`src/rtl/lccs_pkg.sv`:
```
`timescale 1ns / 1ps
// Shared constants, codes and the slot entry layout of the collision scan core.
package lccs_pkg;

  localparam int MAX_COLLIDERS = 16;
  localparam int IDX_W         = $clog2(MAX_COLLIDERS);
  localparam int SLOT_W        = 4;
  localparam int CMP_W         = ((IDX_W > SLOT_W) ? IDX_W : SLOT_W) + 1;
  localparam int CNT_W         = IDX_W + 1;

  localparam int COORD_W = 16;
  localparam int RAD_W   = 15;
  localparam int LAYER_W = 32;
  localparam int MAG_W   = 16;
  localparam int SQ_W    = 2 * MAG_W;
  localparam int ACC_W   = SQ_W + 1;

  localparam int IN_DATA_W  = 120;
  localparam int OUT_DATA_W = 8;

  localparam logic CMD_LOAD      = 1'b0;
  localparam logic CMD_SCAN      = 1'b1;
  localparam logic EVT_COLLISION = 1'b0;
  localparam logic EVT_ROW_DONE  = 1'b1;

  typedef struct packed {
    logic [LAYER_W-1:0]        collide_mask;
    logic [LAYER_W-1:0]        member_layer;
    logic [RAD_W-1:0]          radius;
    logic signed [COORD_W-1:0] pos_y;
    logic signed [COORD_W-1:0] pos_x;
  } lccs_entry_t;

  localparam int ENTRY_W = $bits(lccs_entry_t);

endpackage

```
`src/rtl/lccs_ram.sv`:
```
`timescale 1ns / 1ps
// Generic single-write, single-read RAM with registered read data.
module lccs_ram #(
  parameter int WIDTH = 8,
  parameter int DEPTH = 16
) (
  input  logic                     clk,
  input  logic                     wr_en,
  input  logic [$clog2(DEPTH)-1:0] wr_addr,
  input  logic [WIDTH-1:0]         wr_data,
  input  logic [$clog2(DEPTH)-1:0] rd_addr,
  output logic [WIDTH-1:0]         rd_data
);

  logic [WIDTH-1:0] mem_r [DEPTH];

  always_ff @(posedge clk) begin
    if (wr_en) begin
      mem_r[wr_addr] <= wr_data;
    end
    rd_data <= mem_r[rd_addr];
  end

endmodule

```
`src/rtl/lccs_square_unit.sv`:
```
`timescale 1ns / 1ps
// Shared squaring unit: one registered 16 x 16 product per cycle.
module lccs_square_unit
  import lccs_pkg::*;
(
  input  logic             clk,
  input  logic [MAG_W-1:0] op,
  output logic [SQ_W-1:0]  prod_r
);

  always_ff @(posedge clk) begin
    prod_r <= SQ_W'(op) * SQ_W'(op);
  end

endmodule

```
`src/rtl/layered_circle_collision_scan_core.sv`:
```
`timescale 1ns / 1ps
// Top level: slot table, scan sequencer around the shared squaring unit, output register.
//
//   channel | dir | tdata / tuser / tlast
//   in_     | in  | tdata: slot, entry_valid, pos_x, pos_y, radius, shape_kind,
//           |     |        member_layer, collide_mask, has_handler; tuser: cmd
//   out_    | out | tdata: self_slot, other_slot; tuser: event_kind; tlast: last
//
// A load writes one slot and its flags. A scan skips empty later slots, drops later pairs
// rejected by layer or shape, puts every other pair through the squaring unit (dx^2, dy^2,
// (ri+rj)^2 in turn) and, when that pair overlaps, emits an item for each side with a handler.
// Reset clears the slot flags, the sequencer state and the output valid; table contents stay undefined until loaded.
// A stalled output holds the sequencer; a new item is taken only while idle.
module layered_circle_collision_scan_core
  import lccs_pkg::*;
(
  input  logic                  clk,
  input  logic                  rst_n,
  input  logic                  in_tvalid,
  output logic                  in_tready,
  // slot[3:0], entry_valid[4], pos_x[20:5], pos_y[36:21], radius[51:37],
  // shape_kind[52], member_layer[84:53], collide_mask[116:85], has_handler[117]
  input  logic [IN_DATA_W-1:0]  in_tdata,
  input  logic                  in_tuser,   // cmd
  output logic                  out_tvalid,
  input  logic                  out_tready,
  output logic [OUT_DATA_W-1:0] out_tdata,  // self_slot[3:0], other_slot[7:4]
  output logic                  out_tuser,  // event_kind
  output logic                  out_tlast   // last
);

  typedef enum logic [3:0] {
    ST_IDLE, ST_ROW, ST_SEEK, ST_FETCH, ST_SQ_X, ST_SQ_Y, ST_SQ_R, ST_CMP,
    ST_EMIT_I, ST_EMIT_J, ST_DONE
  } state_t;

  state_t state_r;

  logic [SLOT_W-1:0]  in_slot;
  logic               in_entry_valid;
  logic               in_shape_kind;
  logic               in_has_handler;
  lccs_entry_t        in_entry;
  logic               in_acc;
  logic               in_range;
  logic [IDX_W-1:0]   in_idx;

  logic [MAX_COLLIDERS-1:0] valid_r;
  logic [MAX_COLLIDERS-1:0] other_shape_r;
  logic [MAX_COLLIDERS-1:0] handler_r;

  logic               ram_wr_en;
  logic [IDX_W-1:0]   ram_rd_addr;
  logic [ENTRY_W-1:0] ram_rd_data;
  lccs_entry_t        rd_entry;

  logic [SLOT_W-1:0]  slot_r;
  logic [IDX_W-1:0]   row_idx_r;
  lccs_entry_t        row_r;
  logic               row_other_r;
  logic               row_handler_r;
  logic [CNT_W-1:0]   j_r;
  logic [IDX_W-1:0]   j_idx;

  logic [MAG_W-1:0]   dx_r;
  logic [MAG_W-1:0]   dy_r;
  logic [MAG_W-1:0]   rs_r;
  logic               self_hit_r;
  logic               other_hit_r;
  logic               j_handler_r;
  logic [ACC_W-1:0]   acc_r;

  logic [MAG_W-1:0]   sq_op;
  logic [SQ_W-1:0]    sq_prod;

  logic               self_hit;
  logic               other_hit;
  logic               pair_skip;
  logic signed [COORD_W:0] dx;
  logic signed [COORD_W:0] dy;
  logic               out_free;
  logic               out_load;

  logic                  out_tvalid_r;
  logic [OUT_DATA_W-1:0] out_tdata_r;
  logic                  out_tuser_r;
  logic                  out_tlast_r;

  assign in_slot          = in_tdata[3:0];
  assign in_entry_valid   = in_tdata[4];
  assign in_entry.pos_x   = in_tdata[20:5];
  assign in_entry.pos_y   = in_tdata[36:21];
  assign in_entry.radius  = in_tdata[51:37];
  assign in_shape_kind    = in_tdata[52];
  assign in_entry.member_layer = in_tdata[84:53];
  assign in_entry.collide_mask = in_tdata[116:85];
  assign in_has_handler   = in_tdata[117];

  assign in_tready = (state_r == ST_IDLE);
  assign in_acc    = in_tvalid && in_tready;
  assign in_range  = CMP_W'(in_slot) < CMP_W'(MAX_COLLIDERS);
  assign in_idx    = IDX_W'(in_slot);
  assign j_idx     = j_r[IDX_W-1:0];

  assign ram_wr_en   = in_acc && (in_tuser == CMD_LOAD) && in_range && in_entry_valid;
  assign ram_rd_addr = (state_r == ST_IDLE) ? in_idx : j_idx;
  assign rd_entry    = lccs_entry_t'(ram_rd_data);

  lccs_ram #(
    .WIDTH (ENTRY_W),
    .DEPTH (MAX_COLLIDERS)
  ) u_table (
    .clk     (clk),
    .wr_en   (ram_wr_en),
    .wr_addr (in_idx),
    .wr_data (ENTRY_W'(in_entry)),
    .rd_addr (ram_rd_addr),
    .rd_data (ram_rd_data)
  );

  always_comb begin
    unique case (state_r)
      ST_SQ_Y: sq_op = dy_r;
      ST_SQ_R: sq_op = rs_r;
      default: sq_op = dx_r;
    endcase
  end

  lccs_square_unit u_square (
    .clk    (clk),
    .op     (sq_op),
    .prod_r (sq_prod)
  );

  assign self_hit  = |(row_r.collide_mask & rd_entry.member_layer);
  assign other_hit = |(rd_entry.collide_mask & row_r.member_layer);
  assign pair_skip = (!self_hit && !other_hit) || row_other_r || other_shape_r[j_idx];
  assign dx = (COORD_W+1)'(row_r.pos_x) - (COORD_W+1)'(rd_entry.pos_x);
  assign dy = (COORD_W+1)'(row_r.pos_y) - (COORD_W+1)'(rd_entry.pos_y);
  assign out_free = !out_tvalid_r || out_tready;
  assign out_load = out_free &&
                    ((state_r == ST_EMIT_I && self_hit_r && row_handler_r) ||
                     (state_r == ST_EMIT_J && other_hit_r && j_handler_r) ||
                     (state_r == ST_DONE));

  always_ff @(posedge clk) begin
    if (!rst_n) begin
      state_r       <= ST_IDLE;
      valid_r       <= '0;
      other_shape_r <= '0;
      handler_r     <= '0;
      out_tvalid_r  <= 1'b0;
    end else begin
      if (out_load) begin
        out_tvalid_r <= 1'b1;
      end else if (out_tready) begin
        out_tvalid_r <= 1'b0;
      end
      unique case (state_r)
        ST_IDLE: begin
          if (in_acc) begin
            slot_r    <= in_slot;
            row_idx_r <= in_idx;
            if (in_tuser == CMD_LOAD) begin
              if (in_range) begin
                valid_r[in_idx]       <= in_entry_valid;
                other_shape_r[in_idx] <= in_entry_valid && in_shape_kind;
                handler_r[in_idx]     <= in_entry_valid && in_has_handler;
              end
            end else if (in_range && valid_r[in_idx]) begin
              state_r <= ST_ROW;
            end else begin
              state_r <= ST_DONE;
            end
          end
        end
        ST_ROW: begin
          row_r         <= rd_entry;
          row_other_r   <= other_shape_r[row_idx_r];
          row_handler_r <= handler_r[row_idx_r];
          j_r           <= CNT_W'(row_idx_r) + CNT_W'(1);
          state_r       <= ST_SEEK;
        end
        ST_SEEK: begin
          if (j_r == CNT_W'(MAX_COLLIDERS)) begin
            state_r <= ST_DONE;
          end else if (valid_r[j_idx]) begin
            state_r <= ST_FETCH;
          end else begin
            j_r <= j_r + CNT_W'(1);
          end
        end
        ST_FETCH: begin
          if (pair_skip) begin
            j_r     <= j_r + CNT_W'(1);
            state_r <= ST_SEEK;
          end else begin
            dx_r        <= dx[COORD_W] ? MAG_W'(-dx) : MAG_W'(dx);
            dy_r        <= dy[COORD_W] ? MAG_W'(-dy) : MAG_W'(dy);
            rs_r        <= MAG_W'(row_r.radius) + MAG_W'(rd_entry.radius);
            self_hit_r  <= self_hit;
            other_hit_r <= other_hit;
            j_handler_r <= handler_r[j_idx];
            state_r     <= ST_SQ_X;
          end
        end
        ST_SQ_X: begin
          state_r <= ST_SQ_Y;
        end
        ST_SQ_Y: begin
          acc_r   <= ACC_W'(sq_prod);
          state_r <= ST_SQ_R;
        end
        ST_SQ_R: begin
          acc_r   <= acc_r + ACC_W'(sq_prod);
          state_r <= ST_CMP;
        end
        ST_CMP: begin
          if (acc_r <= ACC_W'(sq_prod)) begin
            state_r <= ST_EMIT_I;
          end else begin
            j_r     <= j_r + CNT_W'(1);
            state_r <= ST_SEEK;
          end
        end
        ST_EMIT_I: begin
          if (!(self_hit_r && row_handler_r)) begin
            state_r <= ST_EMIT_J;
          end else if (out_free) begin
            out_tdata_r  <= {SLOT_W'(j_idx), SLOT_W'(row_idx_r)};
            out_tuser_r  <= EVT_COLLISION;
            out_tlast_r  <= 1'b0;
            state_r      <= ST_EMIT_J;
          end
        end
        ST_EMIT_J: begin
          if (!(other_hit_r && j_handler_r)) begin
            j_r     <= j_r + CNT_W'(1);
            state_r <= ST_SEEK;
          end else if (out_free) begin
            out_tdata_r  <= {SLOT_W'(row_idx_r), SLOT_W'(j_idx)};
            out_tuser_r  <= EVT_COLLISION;
            out_tlast_r  <= 1'b0;
            j_r          <= j_r + CNT_W'(1);
            state_r      <= ST_SEEK;
          end
        end
        ST_DONE: begin
          if (out_free) begin
            out_tdata_r  <= {SLOT_W'(0), slot_r};
            out_tuser_r  <= EVT_ROW_DONE;
            out_tlast_r  <= 1'b1;
            state_r      <= ST_IDLE;
          end
        end
        default: begin
          state_r <= ST_IDLE;
        end
      endcase
    end
  end

  assign out_tvalid = out_tvalid_r;
  assign out_tdata  = out_tdata_r;
  assign out_tuser  = out_tuser_r;
  assign out_tlast  = out_tlast_r;

  a_event_pair_distinct: assert property (@(posedge clk) disable iff (!rst_n)
    (out_tvalid && out_tuser == EVT_COLLISION) |-> (out_tdata[3:0] != out_tdata[7:4]))
    else $error("collision item pairs a slot with itself");

  a_scan_blocks_input: assert property (@(posedge clk) disable iff (!rst_n)
    (in_tvalid && in_tready && in_tuser == CMD_SCAN) |=> !in_tready)
    else $error("input taken while a scan is running");

  a_square_order: assert property (@(posedge clk) disable iff (!rst_n)
    (state_r == ST_CMP) |-> ($past(state_r) == ST_SQ_R))
    else $error("compare reached without the radius square");

  a_fetch_valid_slot: assert property (@(posedge clk) disable iff (!rst_n)
    (state_r == ST_FETCH) |-> valid_r[j_idx])
    else $error("pair test on an empty slot");

endmodule
```
`config.mk`:
```
export PLATFORM = sky130hd
export DESIGN_NAME = layered_circle_collision_scan_core
export DESIGN_NICKNAME = d
export VERILOG_FILES = /design/src/rtl/lccs_pkg.sv /design/src/rtl/lccs_ram.sv /design/src/rtl/lccs_square_unit.sv /design/src/rtl/layered_circle_collision_scan_core.sv
export SDC_FILE = /design/constraint.sdc
export NUM_CORES = 2
export LEC_CHECK = 0
export BUFFER_PORTS_ARGS = -buffer_cell sky130_fd_sc_hd__clkbuf_2
export CORE_MARGIN = 10
export CORE_UTILIZATION = 51
export CTS_BUF_LIST = sky130_fd_sc_hd__clkbuf_8
export DETAILED_ROUTE_END_ITERATION = 12
export PLACE_DENSITY_LB_ADDON = 0.08
export SYNTH_ARGS = -nofsm -noshare
export SYNTH_HDL_FRONTEND = slang
export SYNTH_HIERARCHICAL = 1
export SYNTH_SLANG_ARGS = --single-unit
export TNS_END_PERCENT = 100
```
`constraint.sdc`:
```
create_clock -name clk -period 16.15 [get_ports clk]
set_input_delay 3.23 -clock clk [delete_from_list [all_inputs] [get_ports clk]]
set_output_delay 3.23 -clock clk [all_outputs]
set_load 0.1 [all_outputs]
```
==> metrics.cfg <==
[outcome]
status = completed

[synthesis]
async_reset_ff_frac = 0
synth_cells = 5330
synth_edf_count = 1992
synth_area_leader_cell = edfxtp_1
synth.ff_latch_count = 2187
ys.flop_type = edfxtp_1
yosys.area.top_type_share = 0.6428
ys_seq_area_frac = 0.6848
syn_area_sq_um = 93060
syn_area_per_cell_sq_um = 17.46
syn-num-nets = 5836
yosysUniqueCellTypes = 91
synthTopCellsByArea = edfxtp_1 (64%), mux4_2 (11%), dfxtp_1 (4.2%)
yosys_warnings = 6

[placed_design]
dp_hpwl_microns = 120700
placed_area_sq_um = 96590
port_buffers = 134
place_congestion = 0.7873

[cts]
post_cts_buffers = 0
ctsResizeCount = 0
cts_max_level = 5
cts-root-buf = clkbuf_8
tritoncts = done
clk_latency_ns = 1.07
cts_max_path_buffers = 4
clkTransAtPathRegs_ns = 0.06
clock_sinks = 2187
numCtsBuffers = 365
cts_hold_buf = 0

[floorplanning]
core_sq_um = 181100
start_util = 0.5137
die_y_microns = 447.2
die_area_sq_um = 200000
die_w_microns = 447.2
ios = 137
rows = 156

[drt]
vias_per_cell = 5.879
drt_wl_total_microns = 218900
drc = 0
wl_per_cell_microns = 26.22
drt-pass1-iter-count = 5
vias = 49090
drt_iter0_drc = 4188
antenna_left = 0

[global_route]
grt_pass1_vias = 50410
grt_max_degree = 110
grt_pass1_wl_microns = 326600
grt_use_total = 0.2190
antenna_found_initial = 32
grt-ovfl-total = 0

[finish]
drive_gt1_frac = 0.2053
area_growth_pct = 11.07
final_cell_area_sq_um = 103400
fin_util = 0.5706
fillers = 14030
nets = 6188

[sta]
skew_ns = 0.05872
fin_crit_ns = 8.255
setup_violations = 0
rsz0062_at_grt = no
hold_slack_ns = 0.4172
max_freq_ghz = 0.1211
post-route-period-util = 0.5112
maxSlewViolCount = 0
tightest_slew_ns = 1.129
hold_viol = 0
slew_headroom = 0.2412
finalSetupTns_ns = 0

[power_and_ir_drop]
ir_worst_vdd_mv = 0.1867
power_density_nw_per_um2 = 174.0
p_leak_nw = 36.55

[worst_setup_path]
path_max_fanout = 65
crit_path_end_kind = flip-flop
critPathRequiredTime_ns = 17.09
crit_type = flip-flop to flip-flop
cp.arrival_ns = 9.19
cp-start-kind = flip-flop

[min_path]
hold_path_class = flip-flop to flip-flop

[run]
cap_violations = 0

## where the power goes
group	internal (mW)	switching, mW	total (mW)
Combinational	2.76	3.91	6.67
Sequential	6.60	0.226	6.82
Clock	2.38	2.12	4.50
## cell families after synthesis
| group | Yosys count | share of synthesized area |
|---|---|---|
| compound gates | 723 | 0.05264 |
| xor+xnor | 125 | 0.01185 |
| fa+ha+maj | 381 | 0.06462 |
| buf+inv | 617 | 0.02708 |
| flops | 2187 | 0.6848 |
| mux | 525 | 0.1204 |
| other cells | 1 | 0.00004030 |
| simple gates | 771 | 0.03867 |
## placed cells by master (no fill, tap or decap), types with 32 or more instances in the layout
cell type	netlist	final
edfxtp_1	1992	1992
inv_1	372	525
mux4_2	474	474
clkbuf_8	0	411
nand2_1	318	317
a22oi_1	256	256
ha_1	215	215
dfxtp_1	195	193
fa_1	166	166
nor2_1	164	149
clkbuf_2	3	134
a21oi_1	135	133
o21ai_0	125	125
xnor2_1	88	88
buf_4	1	88
clkinv_1	0	60
and2_1	49	48
nor2b_1	49	47
mux2i_1	40	40
xor2_1	36	36
nand3_1	32	32
## synth_stat cells (all sizes together), types with 19 or more instances
library cell  instances
and2                 49
o21bai               19
nand4                22
xor2                 36
a21oi               137
or3                  26
buf                  75
xnor2                89
nor3                 35
a21boi               22
a21o                 24
dfxtp               195
ha                  215
a22oi               256
fa                  166
mux4                474
nor2                164
inv                 372
clkbuf              170
nand2               318
o22ai                21
edfxtp             1992
nand3                32
mux2i                40
nor2b                49
o21ai               127
## final cells by class
type | instances | area [sq um] | area share
Multi-Input combinational cell | 2526 | 27010 | 0.2614
Clock inverter | 246 | 1091 | 0.01056
Inverter | 372 | 1396 | 0.01351
Sequential cell | 2187 | 63720 | 0.6166
Antenna cell | 7 | 17.52 | 0.0001695
Timing Repair Buffer | 230 | 1491 | 0.01443
Tap cell | 2370 | 2965 | 0.02869
Clock buffer | 411 | 5657 | 0.05473
## flip-flops by register name, summed over array words and instances, names as in the netlist, 4 cells and up
name and flops:
valid_r 16, out_tdata 8, handler_r 16, dx_r 16, row_idx_r 4, u_table/mem_r 1776, acc_r 33, rs_r 16
u_table/rd_data 111, dy_r 16, state_r 4, j_r 5, u_square/prod_r 31, other_shape_r 16, row_r 111
## routing by layer
metal  track usage  wire length, microns  up-vias
met2        0.3462                104300     1449
met4       0.05567                  4243       22
met3       0.03845                 13240      327
li1              -                     -    21470
met1        0.3180                 96920    25820
met5             0                   134        -
## through the flow
stage          cells  power, mW  worst slack, ns
6_report        8349      17.98            7.895
5_1_grt         8348      19.14            7.492
4_1_cts         8342      18.21            7.821
3_5_place_dp    7685      13.66            7.890
3_3_place_gp    7685      13.64            7.900
2_1_floorplan   5330      11.87            3.479
## worst max-delay path, stage by stage (launching register included)
cell,delay (ns)
dfxtp_2,0.31
buf_4,0.29
inv_1,0.74
o21ai_0,0.26
a21oi_2,0.75
inv_1,0.44
nor2_1,0.31
fa_1,0.23
inv_1,0.07
fa_1,0.54
inv_1,0.05
fa_1,0.49
inv_1,0.06
fa_1,0.52
inv_1,0.05
fa_1,0.47
inv_1,0.05
fa_1,0.47
inv_1,0.04
ha_1,0.36
nand4_2,0.17
a311oi_1,0.52
and4b_1,0.30
o31ai_2,0.34
nand2_1,0.11
mux2i_1,0.18
## path summary, 6_finish.rpt
check | from | endpoint | slack [ns] | cells past startpoint
max | state_r[1] | u_square/prod_r[28] | 7.89 | 25
min | u_table/rd_data[6] | row_r[6] | 0.42 | 0
max reg2reg | state_r[1] | u_square/prod_r[28] | 7.89 | 25
min reg2reg | u_table/rd_data[6] | row_r[6] | 0.42 | 0
Power figures use the tool's default switching activity.
